`src/hw/rtl/gpio_pkg.sv`:
```
`timescale 1ns / 1ps
// ----------------------------------------------------------------------------
// gpio_pkg
// Shared widths, bus codes, register map and types of the GPIO port.
// ----------------------------------------------------------------------------
package gpio_pkg;

  localparam int DATA_W    = 32;
  localparam int ADDR_W    = 3;
  localparam int OP_W      = 2;
  localparam int LINES_DEF = 32;

  // bus opcodes; the unused code behaves as a plain sample
  localparam logic [OP_W-1:0] OP_SAMPLE = 2'd0;
  localparam logic [OP_W-1:0] OP_READ   = 2'd1;
  localparam logic [OP_W-1:0] OP_WRITE  = 2'd2;

  // register map
  localparam logic [ADDR_W-1:0] ADDR_PINS    = 3'd0;
  localparam logic [ADDR_W-1:0] ADDR_OUT     = 3'd1;
  localparam logic [ADDR_W-1:0] ADDR_DIR     = 3'd2;
  localparam logic [ADDR_W-1:0] ADDR_ENABLE  = 3'd3;
  localparam logic [ADDR_W-1:0] ADDR_TRIGGER = 3'd4;
  localparam logic [ADDR_W-1:0] ADDR_SENSE   = 3'd5;
  localparam logic [ADDR_W-1:0] ADDR_PENDING = 3'd6;
  localparam logic [ADDR_W-1:0] ADDR_ACK     = 3'd7;

  typedef struct packed {
    logic              rd;
    logic              wr;
    logic [ADDR_W-1:0] addr;
    logic [DATA_W-1:0] wdata;
  } bus_cmd_t;

  typedef struct packed {
    logic [DATA_W-1:0] enable;
    logic [DATA_W-1:0] trigger;
    logic [DATA_W-1:0] sense;
  } irq_cfg_t;

  // ones on the implemented lines
  function automatic logic [DATA_W-1:0] implemented_lines(input int lines);
    logic [DATA_W-1:0] m;
    m = '0;
    for (int i = 0; i < DATA_W; i++) begin
      if (i < lines) m[i] = 1'b1;
    end
    return m;
  endfunction

endpackage

```
`src/hw/rtl/gpio_port_with_pin_interrupts.sv`:
```
`timescale 1ns / 1ps
// ----------------------------------------------------------------------------
// gpio_port_with_pin_interrupts
// GPIO port of up to LINES pins with per-line edge or level interrupts. Every
// input transaction samples the pins and may carry one register read or write;
// it produces exactly one output transaction with the read data, the driven
// levels, the drive enables and the interrupt request as they stand after it.
// One transaction is taken every clock while the output is not stalled: an
// input register feeds the register file and interrupt logic, whose result
// lands in an output register. Register state only moves when a result is loaded,
// so out_pins_out, out_pins_drive_enable and out_interrupt_request come
// straight from the state registers. Lines above LINES read as zero and
// never interrupt.
// ----------------------------------------------------------------------------
module gpio_port_with_pin_interrupts
  import gpio_pkg::*;
#(
  parameter int LINES = LINES_DEF
) (
  input  logic              clk,
  input  logic              rst_n,
  input  logic              in_valid,
  output logic              in_stall,
  input  logic [OP_W-1:0]   in_opcode,
  input  logic [ADDR_W-1:0] in_reg_addr,
  input  logic [DATA_W-1:0] in_write_data,
  input  logic [DATA_W-1:0] in_pins_in,
  output logic              out_valid,
  input  logic              out_stall,
  output logic [DATA_W-1:0] out_read_data,
  output logic [DATA_W-1:0] out_pins_out,
  output logic [DATA_W-1:0] out_pins_drive_enable,
  output logic              out_interrupt_request
);

  localparam logic [DATA_W-1:0] LineMask = implemented_lines(LINES);

  logic              s1_valid_r;
  logic [OP_W-1:0]   s1_op_r;
  logic [ADDR_W-1:0] s1_addr_r;
  logic [DATA_W-1:0] s1_wdata_r, s1_pins_r;
  logic              out_valid_r;
  logic [DATA_W-1:0] rd_data_r;

  logic              out_free, s1_free, fire;
  bus_cmd_t          cmd;
  irq_cfg_t          cfg;
  logic [DATA_W-1:0] rd_data, ack, pending;

  assign out_free = !out_valid_r || !out_stall;
  assign fire     = s1_valid_r && out_free;
  assign s1_free  = !s1_valid_r || out_free;
  assign in_stall = !s1_free;

  // input register
  always_ff @(posedge clk) begin
    if (!rst_n) begin
      s1_valid_r <= 1'b0;
    end else if (s1_free) begin
      s1_valid_r <= in_valid;
    end
  end

  always_ff @(posedge clk) begin
    if (s1_free && in_valid) begin
      s1_op_r    <= in_opcode;
      s1_addr_r  <= in_reg_addr;
      s1_wdata_r <= in_write_data & LineMask;
      s1_pins_r  <= in_pins_in & LineMask;
    end
  end

  always_comb begin
    cmd.rd    = (s1_op_r == OP_READ);
    cmd.wr    = (s1_op_r == OP_WRITE);
    cmd.addr  = s1_addr_r;
    cmd.wdata = s1_wdata_r;
  end

  gpio_regs u_regs (
    .clk       (clk),
    .rst_n     (rst_n),
    .fire      (fire),
    .cmd       (cmd),
    .pins      (s1_pins_r),
    .pending   (pending),
    .cfg       (cfg),
    .out_latch (out_pins_out),
    .dir_mask  (out_pins_drive_enable),
    .rd_data   (rd_data),
    .ack       (ack)
  );

  gpio_irq #(
    .LINES (LINES)
  ) u_irq (
    .clk     (clk),
    .rst_n   (rst_n),
    .fire    (fire),
    .pins    (s1_pins_r),
    .cfg     (cfg),
    .ack     (ack),
    .pending (pending)
  );

  // output register
  always_ff @(posedge clk) begin
    if (!rst_n) begin
      out_valid_r <= 1'b0;
    end else if (out_free) begin
      out_valid_r <= s1_valid_r;
    end
  end

  always_ff @(posedge clk) begin
    if (fire) rd_data_r <= rd_data;
  end

  assign out_valid             = out_valid_r;
  assign out_read_data         = rd_data_r;
  assign out_interrupt_request = |pending;

endmodule

```
`src/hw/rtl/gpio_regs.sv`:
```
`timescale 1ns / 1ps
// ----------------------------------------------------------------------------
// gpio_regs
// Control register file: write decode, read mux and acknowledge strobe.
// ----------------------------------------------------------------------------
module gpio_regs
  import gpio_pkg::*;
(
  input  logic              clk,
  input  logic              rst_n,
  input  logic              fire,
  input  bus_cmd_t          cmd,
  input  logic [DATA_W-1:0] pins,
  input  logic [DATA_W-1:0] pending,
  output irq_cfg_t          cfg,
  output logic [DATA_W-1:0] out_latch,
  output logic [DATA_W-1:0] dir_mask,
  output logic [DATA_W-1:0] rd_data,
  output logic [DATA_W-1:0] ack
);

  logic [DATA_W-1:0] out_r, dir_r, en_r, trig_r, sense_r;

  always_ff @(posedge clk) begin
    if (!rst_n) begin
      out_r   <= '0;
      dir_r   <= '0;
      en_r    <= '0;
      trig_r  <= '0;
      sense_r <= '0;
    end else if (fire && cmd.wr) begin
      unique case (cmd.addr)
        ADDR_OUT:     out_r   <= cmd.wdata;
        ADDR_DIR:     dir_r   <= cmd.wdata;
        ADDR_ENABLE:  en_r    <= cmd.wdata;
        ADDR_TRIGGER: trig_r  <= cmd.wdata;
        ADDR_SENSE:   sense_r <= cmd.wdata;
        default: ;
      endcase
    end
  end

  // reads see the registers as held before this transaction
  always_comb begin
    rd_data = '0;
    if (cmd.rd) begin
      unique case (cmd.addr)
        ADDR_PINS:    rd_data = pins;
        ADDR_OUT:     rd_data = out_r;
        ADDR_DIR:     rd_data = dir_r;
        ADDR_ENABLE:  rd_data = en_r;
        ADDR_TRIGGER: rd_data = trig_r;
        ADDR_SENSE:   rd_data = sense_r;
        ADDR_PENDING: rd_data = pending;
        default:      rd_data = '0;
      endcase
    end
  end

  assign ack         = (cmd.wr && cmd.addr == ADDR_ACK) ? cmd.wdata : '0;
  assign cfg.enable  = en_r;
  assign cfg.trigger = trig_r;
  assign cfg.sense   = sense_r;
  assign out_latch   = out_r;
  assign dir_mask    = dir_r;

endmodule

```
`src/hw/rtl/gpio_irq.sv`:
```
`timescale 1ns / 1ps
// ----------------------------------------------------------------------------
// gpio_irq
// Per-line edge/level event detection and pending mask.
// ----------------------------------------------------------------------------
module gpio_irq
  import gpio_pkg::*;
#(
  parameter int LINES = LINES_DEF
) (
  input  logic              clk,
  input  logic              rst_n,
  input  logic              fire,
  input  logic [DATA_W-1:0] pins,
  input  irq_cfg_t          cfg,
  input  logic [DATA_W-1:0] ack,
  output logic [DATA_W-1:0] pending
);

  localparam logic [DATA_W-1:0] LineMask = implemented_lines(LINES);

  logic [DATA_W-1:0] pending_r, pending_nxt;
  logic [DATA_W-1:0] prev_r;
  logic [DATA_W-1:0] edge_hit, level_hit, events;

  always_comb begin
    edge_hit  = (cfg.sense & pins & ~prev_r) | (~cfg.sense & prev_r & ~pins);
    level_hit = (cfg.sense & pins) | (~cfg.sense & ~pins);
    events    = ((cfg.trigger & edge_hit) | (~cfg.trigger & level_hit))
                & cfg.enable & LineMask;
    // a fresh event wins over an acknowledge of the same line
    pending_nxt = ((pending_r & ~ack) | events) & LineMask;
  end

  always_ff @(posedge clk) begin
    if (!rst_n) begin
      pending_r <= '0;
      prev_r    <= '0;
    end else if (fire) begin
      pending_r <= pending_nxt;
      prev_r    <= pins;
    end
  end

  assign pending = pending_r;

endmodule

```
`config.mk`:
```
export PLATFORM = sky130hd
export DESIGN_NAME = gpio_port_with_pin_interrupts
export DESIGN_NICKNAME = d
export VERILOG_FILES = /design/src/hw/rtl/gpio_pkg.sv /design/src/hw/rtl/gpio_port_with_pin_interrupts.sv /design/src/hw/rtl/gpio_regs.sv /design/src/hw/rtl/gpio_irq.sv
export SDC_FILE = /design/constraint.sdc
export NUM_CORES = 1
export LEC_CHECK = 0
export BUFFER_PORTS_ARGS = -buffer_cell sky130_fd_sc_hd__buf_2
export CORE_MARGIN = 3
export CORE_UTILIZATION = 52
export DETAILED_ROUTE_END_ITERATION = 10
export PLACE_DENSITY = 0.72
export SLEW_MARGIN = 20
export SYNTH_ARGS = -nofsm -noshare
export SYNTH_HDL_FRONTEND = slang
export SYNTH_SLANG_ARGS = --single-unit
```
`constraint.sdc`:
```
create_clock -name clk -period 4.4 [get_ports clk]
set_input_delay 0.66 -clock clk [delete_from_list [all_inputs] [get_ports clk]]
set_output_delay 0.66 -clock clk [all_outputs]
set_load 0.01 [all_outputs]
```
* After elaboration in Yosys (flattened, before gate mapping)
Cells that the tools add are included.
** Word-level totals
- Flip-flop bits (word level) :: 327
- Input port bits :: 73
- Output and inout port bits :: 99
- Word-level logic and storage cells :: 60
** Cells by class
- Equal/unequal tests :: 9
- Mux-type cells :: 2
- Bitwise gates (word level) :: 18
- Reduce and logical (&&, ||, !) cells :: 17
** Operator list (number)
- AND 32 bit :: 9
- case mux 32 bit (7 select lines) :: 1
- NOT 32 bit :: 5
- bitwise OR 32 bit :: 4
- 2-to-1 mux 32 bit :: 1
- OR reduction 32 bit :: 1
- equality test 3 bit (second input constant) :: 4
- AND reduction 2 bit :: 5
- equality test 3 x 2 -> 1 bit (second input constant) :: 2
- logical AND 1 bit :: 4
- logical NOT 1 bit :: 4
- equality test 3 x 1 -> 1 bit (second input constant) :: 1
- logical NOT 3 bit :: 1
- equality test 2 x 1 -> 1 bit (second input constant) :: 1
- equality test 2 bit (second input constant) :: 1
- logical OR 1 bit :: 2

* Longest topological paths before layout
- Word-level depth :: 8
- Mapped depth :: 8
- Mapped depth without buffers :: 5

* By module
Synthesis repeated with hierarchy kept, for this count alone.
** Second synthesis, totals
- Cells, all modules :: 1534
- Area total of the unflattened synthesis :: 15651.3 um^2
** By module, submodules not included
- gpio_regs :: times used 1, cells an instance 1009, area an instance 8650.8 um^2, seq. area each 3203.1 um^2
- gpio_irq :: times used 1, cells an instance 403, area an instance 3801.1 um^2, seq. area each 1281.2 um^2
- gpio_port_with_pin_interrupts :: times used 1, cells an instance 122, area an instance 3199.3 um^2, seq. area each 3072.9 um^2

* Worst setup path before layout
Ideal clock, no wire load.
- Path type :: input-to-reg
- From :: input port out_stall
- To :: register s1_addr_r[0] (enable)
- Library setup time :: 0.504 ns
- Data arrival time :: 3.930 ns
- Required time :: 3.896 ns
- Setup slack :: -0.034 ns
- Stages :: 2
- Path buffers :: 0
- Cells stage by stage :: and3_1 nor2b_1
** Between the ends
- Cells in the longest elaborated chain, start to end :: 4
** Ends and longest elaborated chain
- start: declaration :: RTL line gpio_port_with_pin_interrupts.sv:29 : input logic out_stall,
- logical NOT 1 bit :: RTL line gpio_port_with_pin_interrupts.sv:50 : assign out_free = !out_valid_r || !out_stall;
- logical OR 1 bit :: RTL line gpio_port_with_pin_interrupts.sv:50
- logical OR 1 bit :: RTL line gpio_port_with_pin_interrupts.sv:52 : assign s1_free = !s1_valid_r || out_free;
- logical AND 1 bit :: RTL line gpio_port_with_pin_interrupts.sv:65 : if (s1_free && in_valid) begin
- end signal: assignment :: RTL line gpio_port_with_pin_interrupts.sv:67 : s1_addr_r <= in_reg_addr;
- end: declaration :: RTL line gpio_port_with_pin_interrupts.sv:40 : logic [ADDR_W-1:0] s1_addr_r;
No other way between the ends.
A chain may end at the register's enable or synchronous reset.

* Worst setup path in the final report
- From :: register s1_addr_r[1]
- To :: register u_irq.pending_r[2] (netlist: u_irq.pending[2])
** Between the ends
- Cells in the longest elaborated chain, start to end :: 6
** Ends and longest elaborated chain
- equality test 3 bit :: RTL line gpio_regs.sv:60 : assign ack = (cmd.wr && cmd.addr == ADDR_ACK) ? cmd.wdata : '0;
- logical AND 1 bit :: RTL line gpio_regs.sv:60
- 2-to-1 mux 32 bit :: RTL line gpio_regs.sv:60
- NOT 32 bit :: RTL line gpio_irq.sv:32 : pending_nxt = ((pending_r & ~ack) | events) & LineMask;
- AND 32 bit :: RTL line gpio_irq.sv:32
- bitwise OR 32 bit :: RTL line gpio_irq.sv:32
- end signal: assignment :: RTL line gpio_irq.sv:40 : pending_r <= pending_nxt;
- end: declaration :: RTL line gpio_irq.sv:22 : logic [DATA_W-1:0] pending_r, pending_nxt;
No other way between the ends.

==> out/qor.yml <==
layout:
  area_growth_syn_to_layout_pct: 15.1
  antenna_cells: 0
  final_common_cell: "dfxtp_1"
  final_cell_mix: "226 x dfxtp_1, 177 x nand2_1, 170 x buf_2, 161 x nand3_1, 101 x edfxtp_1"
  nets: 1604
  finalNonFillerCells: 1862
  drive_above_1_share_pct: 20.2
clocking:
  htree_levels: 2
  cts_tree: "yes"
  cts_resized: 0
  clock_latency_ns: 0.52
  post_cts_buffers: 0
  clk_pin_slew_ns: 0.06
  ctsRootBufferMaster: "clkbuf_16"
  cts.sinks: 327
  ctsHoldBuffers: 0
  cts_buffers: 36
  cts.path.max_buffers: 3
floorplan:
  die_width_um: 170
  coreArea_um2: 26200
  boundaryPins: 172
  die-area_um2: 28800
  placementRows: 59
  die_y_um: 170
  initial_utilization_pct: 53.2
routing:
  ant_nets: 0
  dr.pass1.iters: 8
  drc_errors: 0
  avgRoutedWirePerCell_um: 21.1
  vias_per_cell: 6.06
  vias: 11300
  drt-total-wl_mm: 39.2
  drtIter0Drc: 1196
sta:
  layout_worst_path_cycle_share_pct: 68.4
  setup_tns_ns: 0
  worstMarginPinSlew_ns: 1.05
  slew_violations: 0
  setup_viol: 0
  hold_viol: 0
  rsz0062_at_grt: "false"
  max_freq_mhz: 332
  min_period_ns: 3.01
  finalClockSkew_ns: 0.0133
  relSlewSlack_pct: 30.2
yosys:
  yosys.area_share.simple_pct: 15.5
  synth_top_family_by_area: "compound AO/OA/AOI/OAI gates"
  seq_area_frac_synth_pct: 54.2
  async_flop_share_pct: 0
  avgSynthCellArea_um2: 10.2
  synth_cell_types: 45
  synth_xor_xnor_area_share_pct: 0
  synth_enable_flop_cells: 101
  yosys_warnings: 0
  syn-cell-area_um2: 13900
  synthAdderAreaFrac_pct: 2.87
  synth-compound-area-share_pct: 17.4
  synthMuxAreaShare_pct: 5.71
  synth-seq-cells: 327
  ys.flop_type: "dfxtp_1"
  netlist_instances: 1372
  synthesis.nets: 1477
outcome:
  status: "finished clean"
place:
  dp_cells: 1795
  dp_hpwl_mm: 24.9
  io_buffers: 171
  routabilityCongestion: 0.877
setup_path:
  rrSetupSlack_ns: 1.39
  worstPathRequired_ns: 4.80
  reg2reg_depth: 5
  worst_setup_path_start_kind: "flop"
  worst_setup_path_end_kind: "flop"
  r2r-start: "s1_addr_r[1]$_DFFE_PP_"
  cp.arrival_ns: 3.42
  startpoint: "s1_addr_r[1]$_DFFE_PP_"
  worst-path-max-fanout: 21
  critical_path_class: "flop to flop"
  endpoint: "u_irq.pending[2]$_SDFFE_PN0N_"
  r2r-end: "u_irq.pending[2]$_SDFFE_PN0N_"
hold_path:
  hp-class: "primary input to flop"
power:
  p_sw_share_pct: 23.4
  comb_power_share_pct: 5.5
  p_total_w: 0.00651
  p_clk_share_pct: 44.4
  p_per_area_nw_per_um2: 406
  power.switching_w: 0.00153
  pwr-share-seq_pct: 50.1
  intPower_w: 0.00499
  vdd_drop_max_v: 0.000294
  leakage_nw: 6.22
global_routing:
  grt_overflow_total: 0
  grtUsageTotal_pct: 26.5
  grt_max_degree: 121
  antenna_found_initial: 0
  grt_pass1_vias: 10800
  grt_pass1_wl_mm: 60.2
job:
  drv_cap: 0
## routing by layer
layer	global-route usage [%]	up-vias	part of all wire, %
li1	-	5331	-
met1	36.3	5319	42
met2	43.2	546	46
met3	4.05	88	8.7
met4	8.96	0	2.8
met5	0	-	0
## worst max-delay path: stages, from the launching register on
cell and delay [ns]:
edfxtp_1 1.02, nand3_1 0.32, nor3b_4 0.70, buf_4 0.47, a21oi_1 0.14, a41o_1 0.22
## state kept, by name, summed over array words and instances, names as in the netlist
signal            count
u_regs.dir_mask      32
u_regs.en_r          32
s1_op_r               2
u_irq.prev_r         32
out_read_data        32
u_regs.sense_r       32
s1_addr_r             3
out_valid             1
u_irq.pending        32
u_regs.out_latch     32
s1_wdata_r           32
s1_pins_r            32
s1_valid_r            1
u_regs.trig_r        32
## per-stage QoR
step                      cell area, um^2  utilization, %  hold slack [ns]  setup WS [ns]
after floorplan                     14000               -            0.454           1.30
after global placement              14900            56.7            0.464           1.35
after CTS                           16000            61.2            0.295           1.45
after detailed placement            14900            56.8            0.472           1.32
final                               16100            61.2            0.314           1.39
after global routing                16100            61.2            0.297           1.30
## logic make-up after synthesis
kind of cell               count (synthesis)
muxes                                     75
buffers and inverters                    110
and+or+nand+nor                          453
AOI/OAI and AO/OA                        375
DFF                                      327
adders and majority gates                 32
## power by group through the flow
stage | clock (W) | combinational [W] | sequential [W]
after floorplan | 0 | 0.000217 | 0.00330
after global placement | 0 | 0.000339 | 0.00333
after detailed placement | 0 | 0.000348 | 0.00332
after CTS | 0.00292 | 0.000349 | 0.00326
after global routing | 0.00305 | 0.000386 | 0.00327
final | 0.00289 | 0.000356 | 0.00326
## final cells by class
cell class | count | area, um^2
fill | 2142 | 10200
sequential | 327 | 7560
multi-input combinational | 935 | 5810
timing repair buffer | 196 | 1110
clock buffer | 52 | 1050
tap | 335 | 419
clock inverter | 14 | 88.8
inverter | 3 | 12.5
## cells in the mapped netlist (2+ instances only)
cell type,instances,share of area [%]
nand3_4,2,0.25
a21boi_0,32,1.7
nand3b_1,6,0.32
buf_6,18,1.5
buf_1,14,0.38
a41o_1,32,2.3
nand2b_1,33,1.5
a21oi_1,34,1.2
nor2_1,44,1.2
mux2i_1,47,3.4
ha_1,32,2.9
o21ai_2,12,0.75
and3b_1,2,0.13
a32oi_1,26,1.6
a22oi_1,41,2.2
nand2_1,177,4.8
nor2b_1,6,0.27
o21ai_1,58,2.1
nand4_1,2,0.090
dfxtp_1,226,32
a31oi_1,42,1.9
mux2_2,27,2.2
buf_2,29,1.0
nor4_1,8,0.36
buf_4,2,0.11
o21ai_0,96,3.4
nand3_1,161,5.8
nor3_1,3,0.11
clkbuf_1,43,1.2
edfxtp_1,101,22
nand4_4,2,0.30
## worst min-delay path by stage
stage	start	to	slack, ns	depth (start not counted)
2_1_floorplan	u_regs.en_r[1]$_SDFFE_PN0P_	u_regs.en_r[1]$_SDFFE_PN0P_	0.45	2
3_3_place_gp	u_irq.prev_r[19]$_SDFFE_PN0N_	u_irq.prev_r[19]$_SDFFE_PN0N_	0.46	2
3_5_place_dp	u_regs.en_r[30]$_SDFFE_PN0P_	u_regs.en_r[30]$_SDFFE_PN0P_	0.47	2
4_1_cts	in_write_data[21]	s1_wdata_r[21]$_DFFE_PP_	0.30	1
5_1_grt	in_write_data[22]	s1_wdata_r[22]$_DFFE_PP_	0.30	1
6_report	in_write_data[21]	s1_wdata_r[21]$_DFFE_PP_	0.31	1
(Power assumes the default switching activity.)
